--- src/rtl/stt_pkg.sv ---
// shared types, token kind codes and keyword tables for the source text tokenizer
// no dependencies; used by stt_lexer, stt_out_queue and source_text_tokenizer
package stt_pkg;

    localparam logic [3:0] KIND_NONE   = 4'd0;
    localparam logic [3:0] KIND_LPAREN = 4'd1;
    localparam logic [3:0] KIND_RPAREN = 4'd2;
    localparam logic [3:0] KIND_LBRACE = 4'd3;
    localparam logic [3:0] KIND_RBRACE = 4'd4;
    localparam logic [3:0] KIND_SEMI   = 4'd5;
    localparam logic [3:0] KIND_OPER   = 4'd6;
    localparam logic [3:0] KIND_ASSIGN = 4'd7;
    localparam logic [3:0] KIND_PRINT  = 4'd8;
    localparam logic [3:0] KIND_INPUT  = 4'd9;
    localparam logic [3:0] KIND_TYPE   = 4'd10;
    localparam logic [3:0] KIND_NUMBER = 4'd11;
    localparam logic [3:0] KIND_IDENT  = 4'd12;

    localparam logic [7:0] CH_DOT   = 8'h2e;
    localparam logic [7:0] CH_BANG  = 8'h21;
    localparam logic [7:0] CH_EQ    = 8'h3d;
    localparam logic [7:0] CH_COLON = 8'h3a;

    // keywords: print, input, int, float
    localparam logic [7:0] KW_TEXT [0:3][0:4] = '{
        '{8'h70, 8'h72, 8'h69, 8'h6e, 8'h74},
        '{8'h69, 8'h6e, 8'h70, 8'h75, 8'h74},
        '{8'h69, 8'h6e, 8'h74, 8'h00, 8'h00},
        '{8'h66, 8'h6c, 8'h6f, 8'h61, 8'h74}
    };
    localparam logic [2:0] KW_LEN [0:3] = '{3'd5, 3'd5, 3'd3, 3'd5};

    typedef struct packed {
        logic [3:0]  kind;
        logic [15:0] start;
        logic [5:0]  length;
        logic        ovf;
        logic        last;
    } t_token;

    // up to two tokens per input byte
    typedef struct packed {
        logic [1:0] cnt;
        t_token     tok0;
        t_token     tok1;
    } t_push;

    function automatic logic is_digit(input logic [7:0] b);
        return (b >= 8'h30) && (b <= 8'h39);
    endfunction

    function automatic logic is_alnum(input logic [7:0] b);
        return is_digit(b) || ((b >= 8'h61) && (b <= 8'h7a)) ||
               ((b >= 8'h41) && (b <= 8'h5a));
    endfunction

    // keyword k still matches when byte b lands at position p
    function automatic logic kw_match(input logic [1:0] k, input logic [7:0] p,
                                      input logic [7:0] b);
        logic hit;
        hit = 1'b0;
        if (p < 8'(KW_LEN[k]))
            hit = (KW_TEXT[k][p[2:0]] == b);
        return hit;
    endfunction

    function automatic logic [3:0] lexeme_kind(input logic [7:0] first, input logic pair,
                                               input logic [3:0] cand, input logic [7:0] cnt,
                                               input logic ovf, input logic dod,
                                               input logic aon);
        logic [3:0] kind;
        logic       sel;
        kind = KIND_NONE;
        sel  = 1'b1;
        case (first)
            8'h28: kind = KIND_LPAREN;
            8'h29: kind = KIND_RPAREN;
            8'h7b: kind = KIND_LBRACE;
            8'h7d: kind = KIND_RBRACE;
            8'h3b: kind = KIND_SEMI;
            8'h2b, 8'h2d, 8'h2a, 8'h2f, 8'h3e, 8'h3c, 8'h3d: kind = KIND_OPER;
            default: sel = 1'b0;
        endcase
        if (!sel) begin
            if (pair && (first == CH_COLON))
                kind = KIND_ASSIGN;
            else if (cand[0] && (cnt == 8'd5) && !ovf)
                kind = KIND_PRINT;
            else if (cand[1] && (cnt == 8'd5) && !ovf)
                kind = KIND_INPUT;
            else if (cand[2] && (cnt == 8'd3) && !ovf)
                kind = KIND_TYPE;
            else if (cand[3] && (cnt == 8'd5) && !ovf)
                kind = KIND_TYPE;
            else if (dod)
                kind = KIND_NUMBER;
            else if (aon)
                kind = KIND_IDENT;
            else
                kind = KIND_NONE;
        end
        return kind;
    endfunction

endpackage

--- src/rtl/source_text_tokenizer.sv ---
// top level of the source text tokenizer: byte stream in, token stream out
// depends on stt_pkg, stt_lexer and stt_out_queue
//
// The tokenizer takes one source byte per request on the slave stream and
// returns one request per finished lexeme on the master stream: its kind
// (punctuation, operator, ':=' assign, the keywords print / input / int /
// float, number, identifier or none), its start offset and its length.
// Bytes are classed as blank, alphanumeric or special; runs of alphanumerics
// form one lexeme, ':=' and '!=' are joined, and dots extend a lexeme made
// only of digits and dots. No text is kept: keyword matches and the number /
// identifier status are running flags. Lengths saturate at MAX_LEXEME and
// then set the overflow bit. s_axis_tlast marks the last byte; it flushes
// the open lexeme and returns the block to its reset state, position 0.
// A byte is taken every cycle while the queue has room: the whole per-byte
// update is one pass of logic from the lexer state registers, and tokens
// land in a four-entry queue. One byte gives zero, one or two tokens;
// m_axis_tlast marks the last token due to a byte. Input is held off only
// while the queue has fewer than two free entries, so a downstream that
// takes a token every cycle sees a sustained rate of one byte per cycle,
// also where a byte gives two tokens (a final byte closing two lexemes).
// Tokens are written into the queue registers; the queue head drives m_axis.
module source_text_tokenizer #(
    parameter int MAX_LEXEME    = 63,
    parameter int POSITION_BITS = 16
) (
    input  logic        i_clk,
    input  logic        i_rst_n,
    // byte stream
    input  logic        s_axis_tvalid,
    output logic        s_axis_tready,
    input  logic [7:0]  s_axis_tdata,   // [7:0] text_byte
    input  logic        s_axis_tlast,   // end_of_text
    // token stream
    output logic        m_axis_tvalid,
    input  logic        m_axis_tready,
    output logic [23:0] m_axis_tdata,   // [15:0] token_start, [21:16] token_length,
                                        // [22] length_overflow, [23] zero
    output logic [3:0]  m_axis_tuser,   // [3:0] token_kind
    output logic        m_axis_tlast    // run_last
);

    logic            in_accept;
    logic            room;
    stt_pkg::t_push  push;
    stt_pkg::t_token head;

    // a byte is taken whenever the queue can absorb the worst case of two tokens
    assign s_axis_tready = room;
    assign in_accept     = s_axis_tvalid && room;

    stt_lexer #(
        .MAX_LEXEME    (MAX_LEXEME),
        .POSITION_BITS (POSITION_BITS)
    ) u_lexer (
        .i_clk   (i_clk),
        .i_rst_n (i_rst_n),
        .i_valid (in_accept),
        .i_byte  (s_axis_tdata),
        .i_last  (s_axis_tlast),
        .o_push  (push)
    );

    // result side: queue decouples downstream stalls from the byte stream
    stt_out_queue u_queue (
        .i_clk   (i_clk),
        .i_rst_n (i_rst_n),
        .i_push  (push),
        .o_room  (room),
        .o_valid (m_axis_tvalid),
        .i_ready (m_axis_tready),
        .o_tok   (head)
    );

    assign m_axis_tdata = {1'b0, head.ovf, head.length, head.start};
    assign m_axis_tuser = head.kind;
    assign m_axis_tlast = head.last;

endmodule

--- src/rtl/stt_lexer.sv ---
// lexer state and per-byte update: running flags, lexeme bounds, token build
// depends on stt_pkg
module stt_lexer #(
    parameter int MAX_LEXEME    = 63,
    parameter int POSITION_BITS = 16
) (
    input  logic           i_clk,
    input  logic           i_rst_n,
    input  logic           i_valid,
    input  logic [7:0]     i_byte,
    input  logic           i_last,
    output stt_pkg::t_push o_push
);

    localparam int CNT_W = $clog2(MAX_LEXEME + 1);
    localparam logic [CNT_W-1:0] MAX_CNT = CNT_W'(MAX_LEXEME);
    localparam logic [CNT_W-1:0] ONE_CNT = CNT_W'(1);
    localparam logic [CNT_W-1:0] TWO_CNT = CNT_W'(2);

    typedef enum logic [1:0] {
        M_WAIT = 2'd0,
        M_TERM = 2'd1,
        M_SP1  = 2'd2,
        M_SP2  = 2'd3
    } t_mode;

    t_mode                    r_mode, n_mode;
    logic [CNT_W-1:0]         r_count, n_count;
    logic [POSITION_BITS-1:0] r_offset, n_offset;
    logic [POSITION_BITS-1:0] r_pos, n_pos;
    logic [7:0]               r_first, n_first;
    logic [3:0]               r_cand, n_cand;
    logic                     r_dod, n_dod;
    logic                     r_aon, n_aon;
    logic                     r_ovf, n_ovf;

    t_mode           cls;
    logic            emit_a, emit_b;
    logic            do_clear, do_start, do_append;
    logic            b_digit, b_alnum;
    logic [31:0]     len_a, len_b, st_a, st_b;
    stt_pkg::t_token tok_a, tok_b;

    always_comb begin
        b_digit = stt_pkg::is_digit(i_byte);
        b_alnum = stt_pkg::is_alnum(i_byte);
        if ((i_byte == 8'h20) || (i_byte == 8'h0a) || (i_byte == 8'h09))
            cls = M_WAIT;
        else if (b_alnum)
            cls = M_TERM;
        else
            cls = M_SP1;
    end

    always_comb begin
        n_mode    = r_mode;
        n_count   = r_count;
        n_offset  = r_offset;
        n_first   = r_first;
        n_cand    = r_cand;
        n_dod     = r_dod;
        n_aon     = r_aon;
        n_ovf     = r_ovf;
        n_pos     = r_pos + POSITION_BITS'(1);
        emit_a    = 1'b0;
        do_clear  = 1'b0;
        do_start  = 1'b0;
        do_append = 1'b0;

        if (r_mode == M_WAIT) begin
            if (cls != M_WAIT) begin
                do_start = 1'b1;
                n_mode   = cls;
            end
        end else if (cls == M_WAIT) begin
            emit_a   = 1'b1;
            do_clear = 1'b1;
        end else if ((cls == M_SP1) && (i_byte == stt_pkg::CH_DOT) && r_dod) begin
            // dots keep a number going
            do_append = 1'b1;
        end else if (r_mode != cls) begin
            emit_a   = 1'b1;
            do_start = 1'b1;
            n_mode   = cls;
        end else if (r_mode == M_SP1) begin
            if ((r_count == ONE_CNT) && (i_byte == stt_pkg::CH_EQ) &&
                ((r_first == stt_pkg::CH_COLON) || (r_first == stt_pkg::CH_BANG))) begin
                do_append = 1'b1;
                n_mode    = M_SP2;
            end else begin
                emit_a   = 1'b1;
                do_start = 1'b1;
            end
        end else begin
            do_append = 1'b1;
        end

        if (do_clear) begin
            n_mode   = M_WAIT;
            n_count  = '0;
            n_offset = '0;
            n_first  = 8'h00;
            n_cand   = 4'hf;
            n_dod    = 1'b1;
            n_aon    = 1'b1;
            n_ovf    = 1'b0;
        end
        if (do_start) begin
            n_first  = i_byte;
            n_count  = ONE_CNT;
            n_offset = r_pos;
            n_cand   = {i_byte == 8'h66, i_byte == 8'h69, i_byte == 8'h69, i_byte == 8'h70};
            n_dod    = b_digit || (i_byte == stt_pkg::CH_DOT);
            n_aon    = b_alnum;
            n_ovf    = 1'b0;
        end
        if (do_append) begin
            for (int k = 0; k < 4; k++) begin
                if (!stt_pkg::kw_match(2'(k), 8'(r_count), i_byte))
                    n_cand[k] = 1'b0;
            end
            if (!(b_digit || (i_byte == stt_pkg::CH_DOT)))
                n_dod = 1'b0;
            if (!b_alnum)
                n_aon = 1'b0;
            if (r_count < MAX_CNT)
                n_count = r_count + ONE_CNT;
            else
                n_ovf = 1'b1;
        end

        // token from the lexeme that this byte closes
        len_a        = 32'(r_count);
        st_a         = 32'(r_offset);
        tok_a.kind   = stt_pkg::lexeme_kind(r_first, r_mode == M_SP2, r_cand, 8'(r_count),
                                            r_ovf, r_dod, r_aon);
        tok_a.start  = st_a[15:0];
        tok_a.length = len_a[5:0];
        tok_a.ovf    = r_ovf;

        // token flushed at end of text, taken from the updated lexeme
        emit_b       = i_last && (n_mode != M_WAIT);
        len_b        = 32'(n_count);
        st_b         = 32'(n_offset);
        tok_b.kind   = stt_pkg::lexeme_kind(n_first, n_mode == M_SP2, n_cand, 8'(n_count),
                                            n_ovf, n_dod, n_aon);
        tok_b.start  = st_b[15:0];
        tok_b.length = len_b[5:0];
        tok_b.ovf    = n_ovf;
        tok_b.last   = 1'b1;
        tok_a.last   = !emit_b;

        if (i_last) begin
            n_mode   = M_WAIT;
            n_count  = '0;
            n_offset = '0;
            n_first  = 8'h00;
            n_cand   = 4'hf;
            n_dod    = 1'b1;
            n_aon    = 1'b1;
            n_ovf    = 1'b0;
            n_pos    = '0;
        end

        o_push.cnt  = i_valid ? (2'(emit_a) + 2'(emit_b)) : 2'd0;
        o_push.tok0 = emit_a ? tok_a : tok_b;
        o_push.tok1 = tok_b;
    end

    always_ff @(posedge i_clk) begin
        if (!i_rst_n) begin
            r_mode   <= M_WAIT;
            r_count  <= '0;
            r_offset <= '0;
            r_pos    <= '0;
            r_first  <= 8'h00;
            r_cand   <= 4'hf;
            r_dod    <= 1'b1;
            r_aon    <= 1'b1;
            r_ovf    <= 1'b0;
        end else if (i_valid) begin
            r_mode   <= n_mode;
            r_count  <= n_count;
            r_offset <= n_offset;
            r_pos    <= n_pos;
            r_first  <= n_first;
            r_cand   <= n_cand;
            r_dod    <= n_dod;
            r_aon    <= n_aon;
            r_ovf    <= n_ovf;
        end
    end

    a_last_resets: assert property (@(posedge i_clk) disable iff (!i_rst_n)
        (i_valid && i_last) |=> ((r_mode == M_WAIT) && (r_pos == '0)))
        else $error("lexer not back at rest after end of text");

    a_ovf_saturated: assert property (@(posedge i_clk) disable iff (!i_rst_n)
        r_ovf |-> (r_count == MAX_CNT))
        else $error("overflow flag without saturated length");

    a_pair_len: assert property (@(posedge i_clk) disable iff (!i_rst_n)
        (r_mode == M_SP2) |-> (r_count == TWO_CNT))
        else $error("joined pair lexeme with length other than two");

endmodule

--- src/rtl/stt_out_queue.sv ---
// four-entry token queue, takes up to two tokens per cycle and hands out one
// depends on stt_pkg
module stt_out_queue (
    input  logic            i_clk,
    input  logic            i_rst_n,
    input  stt_pkg::t_push  i_push,
    output logic            o_room,
    output logic            o_valid,
    input  logic            i_ready,
    output stt_pkg::t_token o_tok
);

    stt_pkg::t_token r_mem [0:3];
    logic [1:0]      r_wr, r_rd;
    logic [2:0]      r_cnt, n_cnt;
    logic            pop;
    logic [1:0]      wr_next;

    assign o_valid = (r_cnt != 3'd0);
    assign o_room  = (r_cnt <= 3'd2);
    assign o_tok   = r_mem[r_rd];
    assign pop     = o_valid && i_ready;
    assign wr_next = r_wr + 2'd1;
    assign n_cnt   = r_cnt + 3'(i_push.cnt) - 3'(pop);

    always_ff @(posedge i_clk) begin
        if (i_push.cnt != 2'd0)
            r_mem[r_wr] <= i_push.tok0;
        if (i_push.cnt == 2'd2)
            r_mem[wr_next] <= i_push.tok1;
    end

    always_ff @(posedge i_clk) begin
        if (!i_rst_n) begin
            r_wr  <= 2'd0;
            r_rd  <= 2'd0;
            r_cnt <= 3'd0;
        end else begin
            r_wr  <= r_wr + i_push.cnt;
            r_rd  <= r_rd + 2'(pop);
            r_cnt <= n_cnt;
        end
    end

    a_no_overfill: assert property (@(posedge i_clk) disable iff (!i_rst_n)
        r_cnt <= 3'd4)
        else $error("token queue holds more than four entries");

    a_push_with_room: assert property (@(posedge i_clk) disable iff (!i_rst_n)
        (i_push.cnt != 2'd0) |-> o_room)
        else $error("tokens pushed into a full queue");

endmodule
--- config.mk ---
export PLATFORM = sky130hd
export DESIGN_NAME = source_text_tokenizer
export DESIGN_NICKNAME = d
export VERILOG_FILES = /design/src/rtl/stt_pkg.sv /design/src/rtl/source_text_tokenizer.sv /design/src/rtl/stt_lexer.sv /design/src/rtl/stt_out_queue.sv
export SDC_FILE = /design/constraint.sdc
export NUM_CORES = 1
export LEC_CHECK = 0
export BUFFER_PORTS_ARGS = -buffer_cell sky130_fd_sc_hd__buf_2
export CAP_MARGIN = 20
export CORE_MARGIN = 2
export CORE_UTILIZATION = 35
export DETAILED_ROUTE_END_ITERATION = 7
export GPL_TIMING_DRIVEN = 0
export PLACE_DENSITY_LB_ADDON = 0.15
export SETUP_SLACK_MARGIN = 0.2
export SLEW_MARGIN = 0
export SYNTH_ARGS = -nofsm -noshare
export SYNTH_HDL_FRONTEND = slang
export SYNTH_HIERARCHICAL = 1
export SYNTH_SLANG_ARGS = --single-unit
--- constraint.sdc ---
create_clock -name i_clk -period 15.9 [get_ports i_clk]
set_clock_uncertainty 0.05 [all_clocks]
set_input_delay 2.385 -clock i_clk [delete_from_list [all_inputs] [get_ports i_clk]]
set_output_delay 2.385 -clock i_clk [all_outputs]
set_load 0.02 [all_outputs]
==> impl_metrics.json <==
{
  "postSynthAreaPerCell_um2": 11.4,
  "timing.critical_path.to": "u_queue/r_mem[2][9]$_DFFE_PP_",
  "clock-sinks": 174,
  "crit_path_top_delay_cell": "sky130_fd_sc_hd__a2111oi_4",
  "worst_skew_pair.late_latency_ns": 0.43,
  "final_nets": 1042,
  "grt_max_degree": 21,
  "drtIter0Drc": 739,
  "place.detailed.hpwl_mm": 21.6,
  "post-place-cells": 1392,
  "fmax_ghz": 0.139,
  "wire_per_inst_um": 21.0,
  "cp-end-kind": "flop",
  "critical_path_buf_inv_count": 9,
  "timing.rr.start": "u_lexer/r_count[1]$_SDFFE_PN0P_",
  "report.final.slew_viol_count": 0,
  "worstHoldStart": "u_lexer/r_pos[15]$_SDFFE_PN0P_",
  "path_cells": "buf_2, buf_6, inv_1, a21oi_1, a2111oi_4, buf_2, or3_1, clkbuf_1, clkinv_1, ha_1, and2_1, and4bb_1, buf_6, buf_6, o21bai_4, buf_12",
  "yosys.cell_types.count": 96,
  "holdPathStages": 2,
  "synth-seq-cells": 174,
  "route.antenna.remaining_nets": 0,
  "cts_tree": "done",
  "synth_async_sr_flop_share": 0,
  "critPathMaxStageDelay_ns": 0.61,
  "initial_core_util": 0.355,
  "cts.path.max_buffers": 2,
  "ys_warn_count": 6,
  "outcome": "finished, final reports clean",
  "cp.required_ns": 15.99,
  "final-setup-viol-count": 0,
  "grtUsageTotal": 0.187,
  "clock_tree.htree_level_count": 4,
  "cts.root.buffer_cell": "sky130_fd_sc_hd__clkbuf_16",
  "tightestPinTransition_ns": 0.858,
  "dpl_cell_area_mm2": 0.0117,
  "area_growth_from_synthesis_to_layout_pct": 13.3,
  "core_area_mm2": 0.0305,
  "timing.max_slew.rel_slack": 0.428,
  "maximum_capacitance_violations": 0,
  "placement_rows": 64,
  "cts_buffer_count": 17,
  "finalCoreUtilization": 0.403,
  "startpoint_type_of_the_worst_setup_path": "primary input",
  "die_y_um": 180,
  "crit_fanout": 20,
  "finish.cell_count_without_fillers": 1425,
  "r2r_end": "u_queue/r_mem[2][9]$_DFFE_PP_",
  "layout-drive-gt1-share": 0.256,
  "antenna_found_initial": 0,
  "synth_nets": 976,
  "power-per-cell-area_mw_per_mm2": 109,
  "critical_path_cell_count": 16,
  "crit_arrival_ns": 7.28,
  "grt_pass1_wl_mm": 47.1,
  "post_synth_edffs": 112,
  "criticalPathCategory": "primary input to flop",
  "via_per_inst": 5.54,
  "finalInstanceArea_mm2": 0.0123,
  "routed_wl_mm": 29.9,
  "fin_crit_sh": 0.452,
  "crit_path_start": "s_axis_tdata[2]",
  "hold_class": "flop to flop",
  "post-route-min-period_ns": 7.19,
  "ff_to_ff_path_depth": 17,
  "setup_bufs_post_cts": 0,
  "totalPowerFinal_w": 0.00134,
  "first_global_vias": 7768,
  "clock_input_transition_at_the_sequential_cells_of_the_worst_setup_and_hold_paths_ns": 0.07,
  "routed-via-count": 7900,
  "setup_tns_ns": 0,
  "gate_count_after_technology_mapping": 950,
  "syn_area_mm2": 0.0108,
  "synth_seq_area_share": 0.425,
  "critical_path.most_common_cell": "sky130_fd_sc_hd__buf_6",
  "synthFlopType": "sky130_fd_sc_hd__edfxtp_1",
  "holdBufCountCts": 0,
  "place.gp.congestion": 0.892,
  "rsz_0062_raised_after_global_routing": "no",
  "worst_ir_drop_vdd_v": 0.0000830,
  "post-route-drc-count": 0,
  "io_buffer_count": 42,
  "path_delay_family": "buffers and inverters",
  "timing_hold_violations_final": 0,
  "drt_pass1_iterations": 5,
  "cts.repair.resized": 0,
  "p_leak_nw": 4.54,
  "grt-ovfl-total": 0,
  "antenna_cells": 0,
  "ff2ff_setup_slack_ns": 10.43,
  "filler_cells_inserted": 2986,
  "io-pin-count": 44,
  "die_w_um": 180,
  "die_area_mm2": 0.0324
}
-- where the power goes --
group	switching [W]	internal, W	total [W]
sequential	0.0000205	0.000523	0.000544
combinational	0.000220	0.000153	0.000373
clock	0.000180	0.000248	0.000428
total	0.000421	0.000924	0.00134
-- area by class of cell --
| cell class | instances | area [µm²] | share of cell area |
|---|---|---|---|
| Inverter | 29 | 109 | 0.00886 |
| Clock inverter | 13 | 163 | 0.0132 |
| Timing Repair Buffer | 47 | 318 | 0.0259 |
| Clock buffer | 19 | 433 | 0.0352 |
| Multi-Input combinational cell | 680 | 5770 | 0.470 |
| Sequential cell | 174 | 4600 | 0.375 |
| Tap cell | 396 | 495 | 0.0403 |
| Buffer | 67 | 392 | 0.0319 |
-- metrics by stage --
step                      hold WS, ns  setup slack (ns)
final                           0.446              8.71
after global routing            0.476              8.50
after CTS                       0.444              8.75
after detailed placement        0.434              8.32
after global placement          0.423              5.36
after floorplan                 0.408              8.54
-- sequential cells by signal, summed over array words and instances (netlist names) --
| register | flops |
|---|---|
| u_lexer/r_first | 8 |
| u_lexer/r_mode | 2 |
| u_queue/r_rd | 2 |
| u_lexer/r_aon | 1 |
| u_lexer/r_count | 6 |
| u_lexer/r_offset | 16 |
| u_queue/r_cnt | 3 |
| u_lexer/r_dod | 1 |
| u_lexer/r_pos | 16 |
| u_lexer/r_cand | 4 |
| u_queue/r_mem | 112 |
| u_queue/r_wr | 2 |
| u_lexer/r_ovf | 1 |
-- synthesized netlist by cell type (all sizes together) (7+ instances only) --
library cell / number / area [µm²]
a21o: 7 / 52.6
a21oi: 44 / 224
a22o: 15 / 131
a31oi: 11 / 68.8
and2: 18 / 113
and4bb: 7 / 87.6
buf: 39 / 287
clkbuf: 28 / 105
dfxtp: 62 / 1240
edfxtp: 112 / 3360
ha: 12 / 150
inv: 28 / 105
mux2: 127 / 1540
mux2i: 9 / 90.1
mux4: 28 / 631
nand2: 52 / 198
nand2b: 7 / 51.3
nand3: 16 / 85.1
nand4: 13 / 81.3
nor2: 49 / 189
nor2b: 53 / 332
nor3: 10 / 55.1
nor4: 8 / 86.3
o21ai: 39 / 199
o22ai: 13 / 81.3
o31ai: 8 / 78.8
or3: 10 / 62.6
xnor2: 7 / 61.3
xor2: 16 / 140
-- layer usage --
layer  track usage  share of wire  up-vias
li1              -              -     3765
met1         0.269           0.49     3923
met2         0.296           0.46      181
met3        0.0280          0.036       31
met4        0.0452          0.013        0
met5             0              0        -
-- worst min-delay path, cell delays in order, from the launching register on --
cell                      delay, ns
sky130_fd_sc_hd__dfxtp_1       0.32
sky130_fd_sc_hd__o21ai_0       0.07
sky130_fd_sc_hd__a21oi_1       0.06
-- kinds of logic (layout without fill, tap and decap cells) --
kind of cell    Yosys count  in the layout  synth area share
buf+inv                  96            175            0.0462
xor+xnor                 25             25            0.0227
fa+ha+maj                13             13            0.0157
flops                   174            174             0.425
compound gates          200            200             0.132
simple gates            276            276             0.149
mux                     164            164             0.209
other cells               2              2          0.000693
-- worst min-delay path by stage --
stage / to / slack (ns)
after floorplan: u_lexer/r_pos[15]$_SDFFE_PN0P_ / 0.41
after global placement: u_lexer/r_pos[15]$_SDFFE_PN0P_ / 0.42
after detailed placement: u_lexer/r_pos[15]$_SDFFE_PN0P_ / 0.43
after CTS: u_lexer/r_pos[15]$_SDFFE_PN0P_ / 0.44
after global routing: u_lexer/r_pos[10]$_SDFFE_PN0P_ / 0.48
final: u_lexer/r_pos[15]$_SDFFE_PN0P_ / 0.45
-- cell usage in the layout (no fill, tap or decap), types with 7 or more instances in the layout --
cell type	instances
sky130_fd_sc_hd__buf_2	59
sky130_fd_sc_hd__o22ai_1	13
sky130_fd_sc_hd__nand3_1	15
sky130_fd_sc_hd__nor3_1	9
sky130_fd_sc_hd__clkbuf_1	30
sky130_fd_sc_hd__a31oi_1	11
sky130_fd_sc_hd__xor2_1	16
sky130_fd_sc_hd__ha_1	12
sky130_fd_sc_hd__nand2_1	51
sky130_fd_sc_hd__mux4_2	28
sky130_fd_sc_hd__nor2b_1	53
sky130_fd_sc_hd__dfxtp_1	62
sky130_fd_sc_hd__and2_1	17
sky130_fd_sc_hd__mux2i_1	9
sky130_fd_sc_hd__nor2_1	45
sky130_fd_sc_hd__a22o_1	15
sky130_fd_sc_hd__inv_1	27
sky130_fd_sc_hd__buf_6	8
sky130_fd_sc_hd__buf_4	7
sky130_fd_sc_hd__xnor2_1	7
sky130_fd_sc_hd__o21ai_0	34
sky130_fd_sc_hd__nand4_1	13
sky130_fd_sc_hd__edfxtp_1	112
sky130_fd_sc_hd__clkbuf_16	17
sky130_fd_sc_hd__or3_1	10
sky130_fd_sc_hd__mux2_1	30
sky130_fd_sc_hd__mux2_4	29
sky130_fd_sc_hd__a21oi_1	43
sky130_fd_sc_hd__a21o_1	7
sky130_fd_sc_hd__mux2_2	68
Note: power is estimated with default switching activity, not from simulation.
